===== config.mk =====
export PLATFORM = sky130hd
export DESIGN_NAME = sacl_front
export DESIGN_NICKNAME = d
export VERILOG_FILES = /design/src/sacl_pkg.sv /design/src/sacl_front.sv
export SDC_FILE = /design/constraint.sdc
export NUM_CORES = 1
export LEC_CHECK = 0
export BUFFER_PORTS_ARGS = -buffer_cell sky130_fd_sc_hd__buf_4
export CAP_MARGIN = 20
export CELL_PAD_IN_SITES_DETAIL_PLACEMENT = 1
export CELL_PAD_IN_SITES_GLOBAL_PLACEMENT = 2
export CORE_ASPECT_RATIO = 0.5
export CORE_MARGIN = 4
export CORE_UTILIZATION = 31
export DETAILED_ROUTE_END_ITERATION = 8
export PLACE_DENSITY_LB_ADDON = 0.1
export RECOVER_POWER = 100
export SETUP_SLACK_MARGIN = 0.02
export SKIP_LAST_GASP = 1
export SLEW_MARGIN = 5
export SYNTH_ARGS = -nofsm -noshare
export SYNTH_HDL_FRONTEND = slang
export SYNTH_SLANG_ARGS = --single-unit

===== constraint.sdc =====
create_clock -name clk -period 2.95 [get_ports clk]
set_input_delay 0.1475 -clock clk [delete_from_list [all_inputs] [get_ports clk]]
set_output_delay 0.1475 -clock clk [all_outputs]
set_load 0.02 [all_outputs]

===== src/sacl_pkg.sv =====
// Shared types and constants of the set-associative LRU cache unit.
package sacl_pkg;

    localparam int MAX_SET_BITS_DEF = 8;
    localparam int MAX_WAYS_DEF     = 8;

    localparam logic [3:0] SET_BITS_RST   = 4'd4;
    localparam logic [5:0] OFFSET_BITS_RST = 6'd4;
    localparam logic [3:0] WAYS_RST       = 4'd1;

    typedef enum logic [1:0]
    {
        OP_LOAD   = 2'd0,
        OP_STORE  = 2'd1,
        OP_MODIFY = 2'd2,
        OP_FETCH  = 2'd3
    } opcode_t;

    typedef enum logic [1:0]
    {
        OUT_HIT   = 2'd0,
        OUT_FILL  = 2'd1,
        OUT_EVICT = 2'd2
    } outcome_t;

    typedef enum logic [1:0]
    {
        REG_SET_BITS    = 2'd0,
        REG_OFFSET_BITS = 2'd1,
        REG_WAYS        = 2'd2
    } reg_index_t;

    typedef struct packed
    {
        logic [3:0] set_index_bits;
        logic [5:0] block_offset_bits;
        logic [3:0] ways_in_use;
    } cfg_t;

endpackage


===== src/sacl_front.sv =====
// Front end: accepts accesses, advances the access clock and splits the address.
module sacl_front #(
    parameter int MAX_SET_BITS = sacl_pkg::MAX_SET_BITS_DEF,
    parameter int SET_W        = 1
) (
    input  logic                clk,
    input  logic                rst_n,
    input  sacl_pkg::cfg_t      cfg,
    input  logic                clearing,
    input  logic                s_tvalid,
    output logic                s_tready,
    input  logic [63:0]         s_tdata,
    input  logic [1:0]          s_tuser,
    input  logic                q_full,
    output logic                push,
    output logic [SET_W+96:0]   push_data
);
    import sacl_pkg::*;

    logic [31:0] clock_reg;
    logic [31:0] clock_next;
    logic [3:0]  s_eff;
    logic [6:0]  shift_sum;
    logic [63:0] set_mask;
    logic [63:0] set_wide;
    logic [63:0] tag;
    logic        accept;

    assign s_tready   = !q_full && !clearing;
    assign accept     = s_tvalid && s_tready;
    assign clock_next = clock_reg + 32'd1;

    always_comb
    begin
        if (32'(cfg.set_index_bits) > MAX_SET_BITS)
            s_eff = 4'(MAX_SET_BITS);
        else
            s_eff = cfg.set_index_bits;
        shift_sum = 7'(s_eff) + 7'(cfg.block_offset_bits);
        set_mask  = (64'd1 << s_eff) - 64'd1;
        set_wide  = (s_tdata >> cfg.block_offset_bits) & set_mask;
        if (shift_sum >= 7'd64)
            tag = 64'd0;
        else
            tag = s_tdata >> shift_sum;
    end

    assign push      = accept && (opcode_t'(s_tuser) != OP_FETCH);
    assign push_data = {(opcode_t'(s_tuser) == OP_MODIFY), SET_W'(set_wide), tag, clock_next};

    always_ff @(posedge clk or negedge rst_n)
    begin
        if (!rst_n)
            clock_reg <= 32'd0;
        else if (accept)
            clock_reg <= clock_next;
    end
endmodule


==> flow_summary.json <==
{
  "detail_route.vias_per_cell": 5.78,
  "fmaxAchievable_mhz": 296,
  "htreeDepth": 2,
  "fp.dieH_um": 110,
  "rsz0062_at_grt": "true",
  "timing.max_slew.rel_slack_pct": -19.3,
  "slowest_stage": "sky130_fd_sc_hd__fa_4",
  "pwr-share-clk_pct": 9.2,
  "rows": 37,
  "vdd_drop_max_mv": 0.335,
  "final_critical_path_time_including_i_o_delays_and_setup_ps": 3380,
  "grt_start_max_net_pins": 57,
  "transition_time_at_the_pin_with_the_least_slew_margin_ps": 1790,
  "synth.net_count": 859,
  "worst_setup_path_end_kind": "primary output",
  "yosysUniqueCellTypes": 64,
  "path_class": "in -> out",
  "timing.critical_path.max_delay_family": "adder cells",
  "p_sw_share_pct": 46.3,
  "worst_slack_ps": -426,
  "netSwitchingPower_mw": 2.70,
  "internal_power_mw": 3.12,
  "final_util_pct": 55.5,
  "critical_path.n_buffers_inverters": 6,
  "synth_sequential_area_ratio_pct": 12.4,
  "drtAntennaViolNets": 0,
  "cap_viol_max_count": 1,
  "io_pins": 185,
  "detail_route.wirelength_um": 34700,
  "fill_cell_total_of_the_finished_layout": 2261,
  "asyncSetResetFlopFracSynth_pct": 100,
  "cpPeakStageDelay_ps": 840,
  "layout_cell_share_with_drive_strength_beyond_1_pct": 54.5,
  "numClockSinks": 32,
  "grt_pass1_vias": 7994,
  "totalNegativeSetupSlack_ps": -16670,
  "ys.flop_type": "sky130_fd_sc_hd__dfrtp_1",
  "commonest_cells_after_routing_fill_and_taps_aside": "247 x sky130_fd_sc_hd__buf_4, 88 x sky130_fd_sc_hd__nand2_1, 78 x sky130_fd_sc_hd__mux2i_4",
  "cp_max_fo": 7,
  "wire_per_inst_um": 25.7,
  "failed_checks": "capacitance limit, slew limit, setup timing",
  "cts.path.max_buffers": 2,
  "leakagePower_nw": 4.75,
  "source_to_sink_clock_delay_at_the_later_pin_of_the_worst_skew_pair_ps": 280,
  "final.setup_skew_ps": 4.47,
  "core_region_area_mm2": 0.0205,
  "post_synth.cell_area_avg_um2": 8.41,
  "routabilityCongestion": 0.922,
  "ys_warn_count": 0,
  "num-nets-final": 1167,
  "mappedNetlistArea_mm2": 0.00646,
  "cts_tree": "yes",
  "syn-instance-count": 768,
  "numCtsBuffers": 5,
  "num_vias": 7802,
  "drc_errors": 0,
  "drtPass1Iterations": 5,
  "maxSlewViolCount": 33,
  "critical_path.cell_chain": "buf_6, nor2b_4, ha_4, fa_4, buf_12, buf_8, buf_12, mux2i_2, mux2i_2, mux2i_1, buf_4, nand2_1, and3_4, a221o_1, buf_6",
  "design.die.area_mm2": 0.0234,
  "power_frac_seq_pct": 9.0,
  "hold_viol": 0,
  "timing.critical_path.from_type": "input port",
  "seqCellArea_um2": 801,
  "grt-ovfl-total": 0,
  "power_per_cell_area_mw_per_mm2": 511,
  "worst_setup_hold_path_clk_slew_ps": 50,
  "root_buffer": "sky130_fd_sc_hd__clkbuf_16",
  "post-dp-hpwl_um": 23900,
  "grt_antenna_before_repair": 0,
  "hold_slack_ps": 447,
  "most_frequent_standard_cell_in_the_layout_excluding_fill_and_tap_cells": "sky130_fd_sc_hd__buf_4",
  "synthesized_flop_and_latch_total": 32,
  "cp_data_arrival_time_ps": 3230,
  "largest_register_ffs": 32,
  "grtUsageTotal_pct": 27.7,
  "areaGrowthSynthToFinish_pct": 76.1,
  "hold_path.class": "in -> reg",
  "synth_enable_flop_cells": 0,
  "timing.final.crit_share_pct": 114,
  "multiInputGateArea_mm2": 0.00690,
  "floorplan.initialDensity_pct": 31.5,
  "antennaDiodeCount": 0,
  "drt_iter0_markers": 529,
  "numPortBuffers": 180,
  "die_width_um": 212,
  "setup_violations_final": 59,
  "grt_pass1_wl_um": 49800,
  "share_of_power_burned_in_combinational_logic_pct": 81.8,
  "critical_path_required_ps": 2800,
  "outcome": "complete, but fails checks"
}
repair_timing:
action / in CTS / in global routing
buffers inserted: 28 / 16
endpoints found under the hold margin: 32 / 0
cloned: 5 / 0
setup endpoints to repair: 64 / 64
hold buffers: 1 / 0
pin swaps: 47 / 41
resized for setup: 271 / 122
cell usage after synthesis (17+ instances only):
master / n / area share (%)
sky130_fd_sc_hd__nand2_1: 106 / 6.2
sky130_fd_sc_hd__mux4_2: 27 / 9.4
sky130_fd_sc_hd__buf_2: 23 / 1.8
sky130_fd_sc_hd__a32oi_1: 17 / 2.3
sky130_fd_sc_hd__nor2_1: 64 / 3.7
sky130_fd_sc_hd__nand3_1: 19 / 1.5
sky130_fd_sc_hd__mux2i_1: 194 / 30
sky130_fd_sc_hd__dfrtp_1: 32 / 12
sky130_fd_sc_hd__xnor2_1: 29 / 3.9
sky130_fd_sc_hd__o21ai_0: 27 / 2.1
sky130_fd_sc_hd__clkbuf_1: 21 / 1.2
sky130_fd_sc_hd__xor2_1: 32 / 4.3
path summary, 6_finish.rpt:
| path | depth (start not counted) | endpoint | slack [ps] | from |
|---|---|---|---|---|
| min reg2reg | 1 | clock_reg[31]$_DFFE_PN0P_ | 490 | clock_reg[31]$_DFFE_PN0P_ |
| min | 4 | clock_reg[23]$_DFFE_PN0P_ | 450 | s_tvalid |
| max reg2reg | 6 | clock_reg[25]$_DFFE_PN0P_ | 650 | clock_reg[2]$_DFFE_PN0P_ |
| max in group asynchronous | 2 | clock_reg[9]$_DFFE_PN0P_ | 1020 | rst_n |
| max | 15 | push_data[45] | -430 | cfg[10] |
| min in group asynchronous | 2 | clock_reg[1]$_DFFE_PN0P_ | 890 | rst_n |
kinds of logic (layout without fill, tap and decap cells):
logic type                 after synthesis  in the layout  synth area share (%)
adders and majority gates                6              6                  1.28
xor gates and xnor gates                65             65                  9.45
and+or+nand+nor                        251            251                  17.4
muxes                                  230            230                  41.0
DFF                                     32             32                  12.4
AOI/OAI and AO/OA                      115            115                  12.8
buffers and inverters                   69            377                  5.64
power by group through the flow:
stage                     clock [mW]  sequential [mW]  combinational (mW)
after floorplan                    0            0.519                1.87
after global placement             0            0.527                3.42
after detailed placement           0            0.530                3.45
after CTS                      0.545            0.523                4.31
after global routing           0.568            0.531                4.98
final                          0.536            0.522                4.76
per-layer routing:
metal / routed length [um] / part of all wire, % / track usage (%)
met5: 0 / 0 / 0
met4: 609 / 1.8 / 4.81
met3: 2920 / 8.4 / 6.73
met2: 16000 / 46 / 45.9
met1: 15200 / 44 / 37.6
worst min-delay path: stages:
cell	delay [ps]
sky130_fd_sc_hd__buf_4	110
sky130_fd_sc_hd__nand2_1	90
sky130_fd_sc_hd__or4_1	240
sky130_fd_sc_hd__xnor2_1	90
metrics by stage:
stage,worst slack [ps],power (mW),instances,cell area [um^2]
floorplan,28.6,2.39,768,6460
global placement,-630,3.95,1297,9090
detailed placement,-645,3.98,1297,9090
CTS,-394,5.38,1336,10900
global route,-476,6.08,1349,11400
finish,-426,5.82,1349,11400
cell type report:
cell class / instances / area share, %
clock buffers: 7 / 1.34
inverters: 4 / 0.132
flip-flops and latches: 32 / 7.04
multi-input cells: 667 / 60.6
repair buffers: 366 / 27.9
well taps: 273 / 3.00
Power figures use the tool's default switching activity.
