$ cat config.mk
export PLATFORM = sky130hd
export DESIGN_NAME = sacl_queue
export DESIGN_NICKNAME = d
export VERILOG_FILES = /design/src/sacl_queue.sv
export SDC_FILE = /design/constraint.sdc
export NUM_CORES = 1
export LEC_CHECK = 0
export BUFFER_PORTS_ARGS = -buffer_cell sky130_fd_sc_hd__buf_2
export CORE_MARGIN = 4
export CORE_UTILIZATION = 40
export CTS_CLUSTER_SIZE = 8
export DETAILED_ROUTE_END_ITERATION = 8
export HOLD_SLACK_MARGIN = 0.02
export PLACE_DENSITY = 0.72
export SLEW_MARGIN = 5
export SYNTH_ARGS = -nofsm -noshare
export SYNTH_HDL_FRONTEND = slang
export SYNTH_SLANG_ARGS = --single-unit
$ cat constraint.sdc
create_clock -name clk -period 2.3 [get_ports clk]
set_clock_uncertainty 0.2 [all_clocks]
set_input_delay 0.46 -clock clk [delete_from_list [all_inputs] [get_ports clk]]
set_output_delay 0.46 -clock clk [all_outputs]
set_load 0.05 [all_outputs]
$ cat src/sacl_queue.sv
// Two-entry queue between the front end and the back end.
module sacl_queue #(
    parameter int W = 8
) (
    input  logic         clk,
    input  logic         rst_n,
    input  logic         push,
    input  logic [W-1:0] push_data,
    input  logic         pop,
    output logic [W-1:0] head,
    output logic         empty,
    output logic         full
);
    logic [W-1:0] slot_reg [2];
    logic [1:0]   count_reg;
    logic [1:0]   count_next;

    assign empty = (count_reg == 2'd0);
    assign full  = (count_reg == 2'd2);
    assign head  = slot_reg[0];

    always_comb
    begin
        count_next = count_reg;
        if (push && !pop)
            count_next = count_reg + 2'd1;
        else if (pop && !push)
            count_next = count_reg - 2'd1;
    end

    always_ff @(posedge clk or negedge rst_n)
    begin
        if (!rst_n)
            count_reg <= 2'd0;
        else
            count_reg <= count_next;
    end

    always_ff @(posedge clk)
    begin
        if (pop)
        begin
            slot_reg[0] <= slot_reg[1];
            if (push && count_reg == 2'd1)
                slot_reg[0] <= push_data;
            if (push && count_reg == 2'd2)
                slot_reg[1] <= push_data;
        end
        else if (push)
        begin
            if (count_reg == 2'd0)
                slot_reg[0] <= push_data;
            else
                slot_reg[1] <= push_data;
        end
    end
endmodule

==> flow_summary_export.csv, run 1 <==
group,metric,value,unit
logic_synthesis,yosysWarnings,0,
critical_path,path_cells,"inv_1, ha_1, buf_2",
drt,ant_nets,0,
floorplan,core_area,1980,um2
drt,routed_via_density,4.56,
power,power_frac_comb,35.7,%
critical_path,cp.required,1640,ps
sta,clock.fmax,523,MHz
floorplan,start_util,42.4,%
logic_synthesis,synth_area,840,um2
logic_synthesis,synth_edf_count,16,
cts,clock_path_buffers,2,
global_routing,antenna_found_initial,0,
logic_synthesis,synth_ff_type,"edfxtp_1",
global_routing,grt_pass1_vias,451,
place,post-dp-hpwl,929,um
place,place.gp.congestion,0.662,
cts,cts_tree,"done",
global_routing,grt_pass1_wl,1890,um
sta,rsz0062_at_grt,"no",
logic_synthesis,syn-num-nets,69,
cts,cts_resized,0,
cts,cts-root-buf,"clkbuf_4",
logic_synthesis,synth.largest_area_cell,"edfxtp_1",
critical_path,path_buf_inv,2,
logic_synthesis,synth_cell_types,15,
sta,finalHoldViolCount,0,
power,power_leakage,0.000395,uW
sta,setup_viol_count_final,0,
power,internal-power,581,uW
cts,post_cts_buffers,0,
layout,fillers,183,
status,status,"finished clean",
layout,antenna_cells,0,
cts,clock_sinks,18,
floorplan,die-area,2900,um2
floorplan,row_count,16,
sta,relSlewSlack,77.9,%
power,switching_share,35.7,%
critical_path,end_kind,"output pin",
drt,drtPass1Iterations,4,
critical_path,worstPathMaxFanout,3,
drt,drtIter0Drc,6,
global_routing,grtUsageTotal,9.84,%
critical_path,rrSetupSlack,450,ps
floorplan,die_h,53.8,um
cts,h-tree-depth,1,
drt,wl,1180,um
power,cellPowerDensity,932,nW/um2
drt,wire_per_inst,11.9,um
power,net-switching-power,323,uW
critical_path,cp-start-kind,"flip-flop",
layout,largest_reg_flops,16,
cts,cts_buffers,3,
flow_run,maxCapViolCount,0,
floorplan,io_pins,22,
logic_synthesis,yosysTopAreaCellShare,57.2,%
drt,num_vias,451,
global_routing,overflow,0,
cts,clk_pin_slew,90,ps
power,pwr-share-seq,47.7,%
power,ir_worst_vdd,0.476,mV
cts,worstSkewPairLatency,280,ps
sta,worst_pin_slew,331,ps
sta,fin_crit,1910,ps
place,io_buffers,21,
logic_synthesis,seq_area_frac_synth,63.2,%
logic_synthesis,synth-seq-cells,18,
logic_synthesis,netlist_instances,52,
drt,drcViolationCount,0,
logic_synthesis,synth.most_common_cell,"edfxtp_1",
power,clockPowerShare,16.6,%
critical_path,slowest_stage,"dfrtp_1",
logic_synthesis,synth_area_leaders,"edfxtp_1 (57%), mux2_2 (11%), ha_1 (7.5%)",
sta,fin_setup_tns,0,ps
layout,drive_gt1_share,48.6,%
sta,finalMaxSlewViolations,0,
layout,final_area,970,um2
critical_path,path_delay_family,"flip-flops",
place,pre_cts_ws,164,ps
critical_path,worstPathArrival,1250,ps
global_routing,grt_max_degree,11,
layout,fin_nets,90,
logic_synthesis,avgSynthCellArea,16.1,um2
sta,finalWorstSetupSlack,387,ps
layout,syn_to_final_growth,15.5,%
place,place_area,933,um2
critical_path,slowest_delay,410,ps
logic_synthesis,yosys-top-cells-count,"edfxtp_1 (16), buf_4 (8), mux2_2 (8), ha_1 (5), inv_1 (3)",
worst_hold_path,hold_class,"in2reg",
sta,min_period_over_period,83.2,%
floorplan,die_w,53.8,um
critical_path,crit_type,"reg2out",
logic_synthesis,async_flop_share,11.1,%
==> kinds of logic (layout without fill, tap and decap cells) <==
family | count (synthesis) | after routing | share of synthesized area [%]
multiplexers | 8 | 8 | 10.7
flip-flops | 18 | 18 | 63.2
AND/OR/NAND/NOR | 4 | 4 | 3.43
XOR/XNOR | 2 | 2 | 2.09
buffers and inverters | 11 | 31 | 8.49
AO/OA/AOI/OAI | 4 | 4 | 4.62
adder cells (fa/ha/maj) | 5 | 5 | 7.45
==> stage by stage <==
stage	util (%)	hold WS (ps)	std cells	power (uW)
final	48.9	163	99	903
after floorplan	-	-35.6	52	710
after global placement	47.1	45.5	94	755
after global routing	48.9	129	99	969
after detailed placement	47.1	45.5	94	765
after CTS	48.9	149	99	920
==> power by group through the flow <==
| stage | Clock (uW) | Combinational (uW) | Sequential, uW |
|---|---|---|---|
| after floorplan | 0 | 274 | 435 |
| after global placement | 0 | 316 | 439 |
| after detailed placement | 0 | 324 | 441 |
| after CTS | 160 | 327 | 433 |
| after global routing | 182 | 349 | 438 |
| final | 150 | 322 | 431 |
==> worst paths after layout <==
kind	startpoint	to	depth (start not counted)
setup reg to reg	count_reg[0]	slot_reg[0][9]	5
max in group asynchronous	rst_n	count_reg[1]	2
min in group asynchronous	rst_n	count_reg[0]	2
hold / removal	push_data[7]	slot_reg[0][15]	1
setup / recovery	count_reg[0]	empty	3
hold reg to reg	count_reg[0]	count_reg[0]	1
==> repair_timing <==
item / in CTS / in global routing
endpoints found under the setup margin: 0 / 0
hold buffers: 1 / 0
endpoints found under the hold margin: 2 / 0
==> placed cells by master, fill, tap and decap left out <==
master / netlist / routed
nand2_1: 1 / 1
buf_4: 8 / 2
clkinv_1: 0 / 1
or3b_1: 1 / 1
buf_2: 0 / 21
inv_1: 3 / 3
nand3b_1: 1 / 1
clkbuf_4: 0 / 3
xor2_1: 1 / 1
mux2_2: 8 / 8
dlygate4sd3_1: 0 / 1
o21ai_0: 2 / 2
dfrtp_1: 2 / 2
xnor2_1: 1 / 1
ha_1: 5 / 5
a31oi_4: 1 / 1
a21boi_1: 1 / 1
edfxtp_1: 16 / 16
nand4b_1: 1 / 1
==> metal layers <==
layer,GRT usage [%],vias up,wire [um],part of all wire [%]
li1,-,223,-,-
met1,10.6,207,506,43
met2,15.3,17,537,46
met3,4.71,4,109,9.2
met4,6.38,0,27,2.3
met5,0,-,0,0
==> cell type report <==
class / count / area [um2] / share of cell area, %
Sequential cell: 18 / 531 / 54.7
Multi-Input combinational cell: 23 / 238 / 24.5
Timing Repair Buffer: 24 / 130 / 13.4
Tap cell: 27 / 33.8 / 3.48
Clock buffer: 3 / 22.5 / 2.32
Inverter: 3 / 11.3 / 1.16
Clock inverter: 1 / 3.75 / 0.387
Power figures use the tool's default switching activity.
==> inputs of run 2 (changes only) <==
--- a/config.mk
+++ b/config.mk
@@ -11,7 +11,7 @@
 export CTS_CLUSTER_SIZE = 8
 export DETAILED_ROUTE_END_ITERATION = 8
 export HOLD_SLACK_MARGIN = 0.02
-export PLACE_DENSITY = 0.72
+export PLACE_DENSITY = 0.75
 export SLEW_MARGIN = 5
 export SYNTH_ARGS = -nofsm -noshare
 export SYNTH_HDL_FRONTEND = slang
==> constraint.sdc (replaced) <==
create_clock -name clk -period 1.6 [get_ports clk]
set_clock_uncertainty 0.2 [all_clocks]
set_input_delay 0.32 -clock clk [delete_from_list [all_inputs] [get_ports clk]]
set_output_delay 0.32 -clock clk [all_outputs]
set_load 0.05 [all_outputs]
==> run 2 against run 1 <==
  * Cell area increased by 29%
  * Critical endpoint is now slot_reg[0][13]
  * Via count grew 18%
  * Non-clock buffer count grew 22
  * Clock power up 45%
  * Register-to-register slack worse by 680 ps
  * The flow now finishes with violations (setup timing)
  * Setup slack got worse by 610 ps
  * Worst hold slack lost 28 ps
  * Largest cell class unchanged
  * Flip-flop and latch count is the same
  * Wire length up 30%
==> flow_summary_export.csv, run 2 (synthesized netlist as in run 1, its figures left out) <==
group,metric,value,unit
status,status,"complete, but fails checks",
status,violations,"setup timing",
global_routing,grt_max_degree,11,
drt,drcViolationCount,0,
cts,cts_buffers,3,
cts,cts-root-buf,"clkbuf_4",
power,clockPowerShare,13.5,%
global_routing,overflow,0,
place,place.gp.congestion,0.658,
flow_run,maxCapViolCount,0,
sta,clock.fmax,547,MHz
layout,largest_reg_flops,16,
critical_path,cp.required,1410,ps
critical_path,worstPathMaxFanout,6,
global_routing,antenna_found_initial,0,
global_routing,grt_pass1_vias,534,
power,power_frac_comb,48.1,%
critical_path,slowest_delay,400,ps
layout,fin_nets,112,
drt,wl_met2,856,um
layout,layout_commonest_cell,"buf_2",
power,net-switching-power,551,uW
sta,rsz0062_at_grt,"yes",
floorplan,start_util,42.4,%
power,ir_worst_vdd,0.729,mV
layout,antenna_cells,0,
critical_path,path_cells,"inv_2, ha_4, or3b_4, a21boi_4, buf_12",
place,place_inst,102,
global_routing,grt_pass1_wl,2430,um
critical_path,crit_type,"reg2reg",
sta,finalHoldViolCount,0,
power,internal-power,1070,uW
sta,finalWorstSetupSlack,-228,ps
worst_hold_path,hold_class,"in2async",
drt,route.met3.wl,87,um
drt,highest_layer,"met3",
power,switching_share,34.1,%
global_routing,grtUsageTotal,12.1,%
sta,relSlewSlack,83.1,%
critical_path,rrSetupSlack,-230,ps
cts,clk_pin_slew,100,ps
sta,worst_pin_slew,255,ps
critical_path,end_kind,"flip-flop",
power,pwr-share-seq,38.4,%
place,pre_cts_ws,-325,ps
drt,drtIter0Drc,0,
critical_path,path_buf_inv,2,
cts,clock_path_buffers,2,
sta,fin_crit,1830,ps
drt,wl,1540,um
drt,ant_nets,0,
sta,setup_viol_count_final,18,
sta,finalMaxSlewViolations,0,
layout,final_cells,121,
cts,h-tree-depth,1,
layout,utilization,63.0,%
critical_path,path_delay_family,"flip-flops",
floorplan,die_h,53.8,um
drt,routed_via_density,4.41,
drt,drt-met1-wl,594,um
critical_path,cp-start-kind,"flip-flop",
drt,drtPass1Iterations,1,
critical_path,slowest_stage,"dfrtp_1",
layout,final_area,1250,um2
power,p_total,1620,uW
power,cellPowerDensity,1290,nW/um2
floorplan,row_count,16,
floorplan,die_w,53.8,um
floorplan,io_pins,22,
layout,syn_to_final_growth,48.7,%
drt,wire_per_inst,12.7,um
layout,mostFrequentLayoutCells,"buf_2 (19), edfxtp_1 (16), dlygate4sd3_1 (9), buf_4 (9)",
drt,num_vias,534,
critical_path,worstPathArrival,1640,ps
sta,min_period_over_period,114,%
place,io_buffers,21,
cts,clock_sinks,18,
floorplan,die-area,2900,um2
floorplan,core_area,1980,um2
layout,drive_gt1_share,58.5,%
power,power_leakage,0.000520,uW
cts,worstSkewPairLatency,280,ps
place,place_area,1020,um2
cts,cts_tree,"done",
## run 2: cell types whose count changed in the layout (fill, tap and decap cells not counted), moves of 2 or more
cell | before | now
dlygate4sd3_1 | 1 | 9
buf_4 | 2 | 9
buf_6 | 0 | 7
buf_2 | 21 | 19
ha_1 | 5 | 3
ha_4 | 0 | 2
inv_1 | 3 | 1
inv_2 | 0 | 2
## run 2: through the flow
stage | hold WS [ps] | TNS [ps]
finish | 135 | -3170
global route | 154 | -4400
CTS | 20.1 | -2850
detailed placement | -90.8 | -5150
global placement | -94.2 | -4770
floorplan | -176 | -3290
## run 2: cell type report
class                   instances  area, um2
fillers                       154        733
flip-flops and latches         18        531
repair buffers                 46        367
multi-input cells              23        280
well taps                      27       33.8
clock buffers                   3       22.5
inverters                       3       11.3
clock inverters                 1       3.75
## run 2: path summary, 6_finish.rpt
path                                    to  cells after the start      startpoint
min                           count_reg[1]                      2           rst_n
min in group clk              count_reg[0]                      4            push
max                        slot_reg[0][13]                      5    count_reg[0]
min reg2reg                 slot_reg[0][0]                      1  slot_reg[0][8]
max in group asynchronous     count_reg[0]                      2           rst_n
max reg2reg                slot_reg[0][13]                      5    count_reg[0]
## run 2: power groups by stage
stage,clock network (uW),logic (uW),registers [uW]
CTS,228,763,622
floorplan,0,456,628
global route,252,824,629
finish,218,778,620
global placement,0,596,626
detailed placement,0,608,630
## run 2: routing by layer
layer  up-vias  track usage, %
met1       256            12.8
met2        14            22.8
li1        264               -
met4         0            2.55
met5         -               0
met3         0            4.16
## run 2: repair_timing
action / CTS / global route
resized for setup: 11 / 3
endpoints found under the hold margin: 5 / 5
buffers inserted: 6 / 0
hold buffers: 4 / 5
pin swaps: 3 / 2
endpoints found under the setup margin: 18 / 26
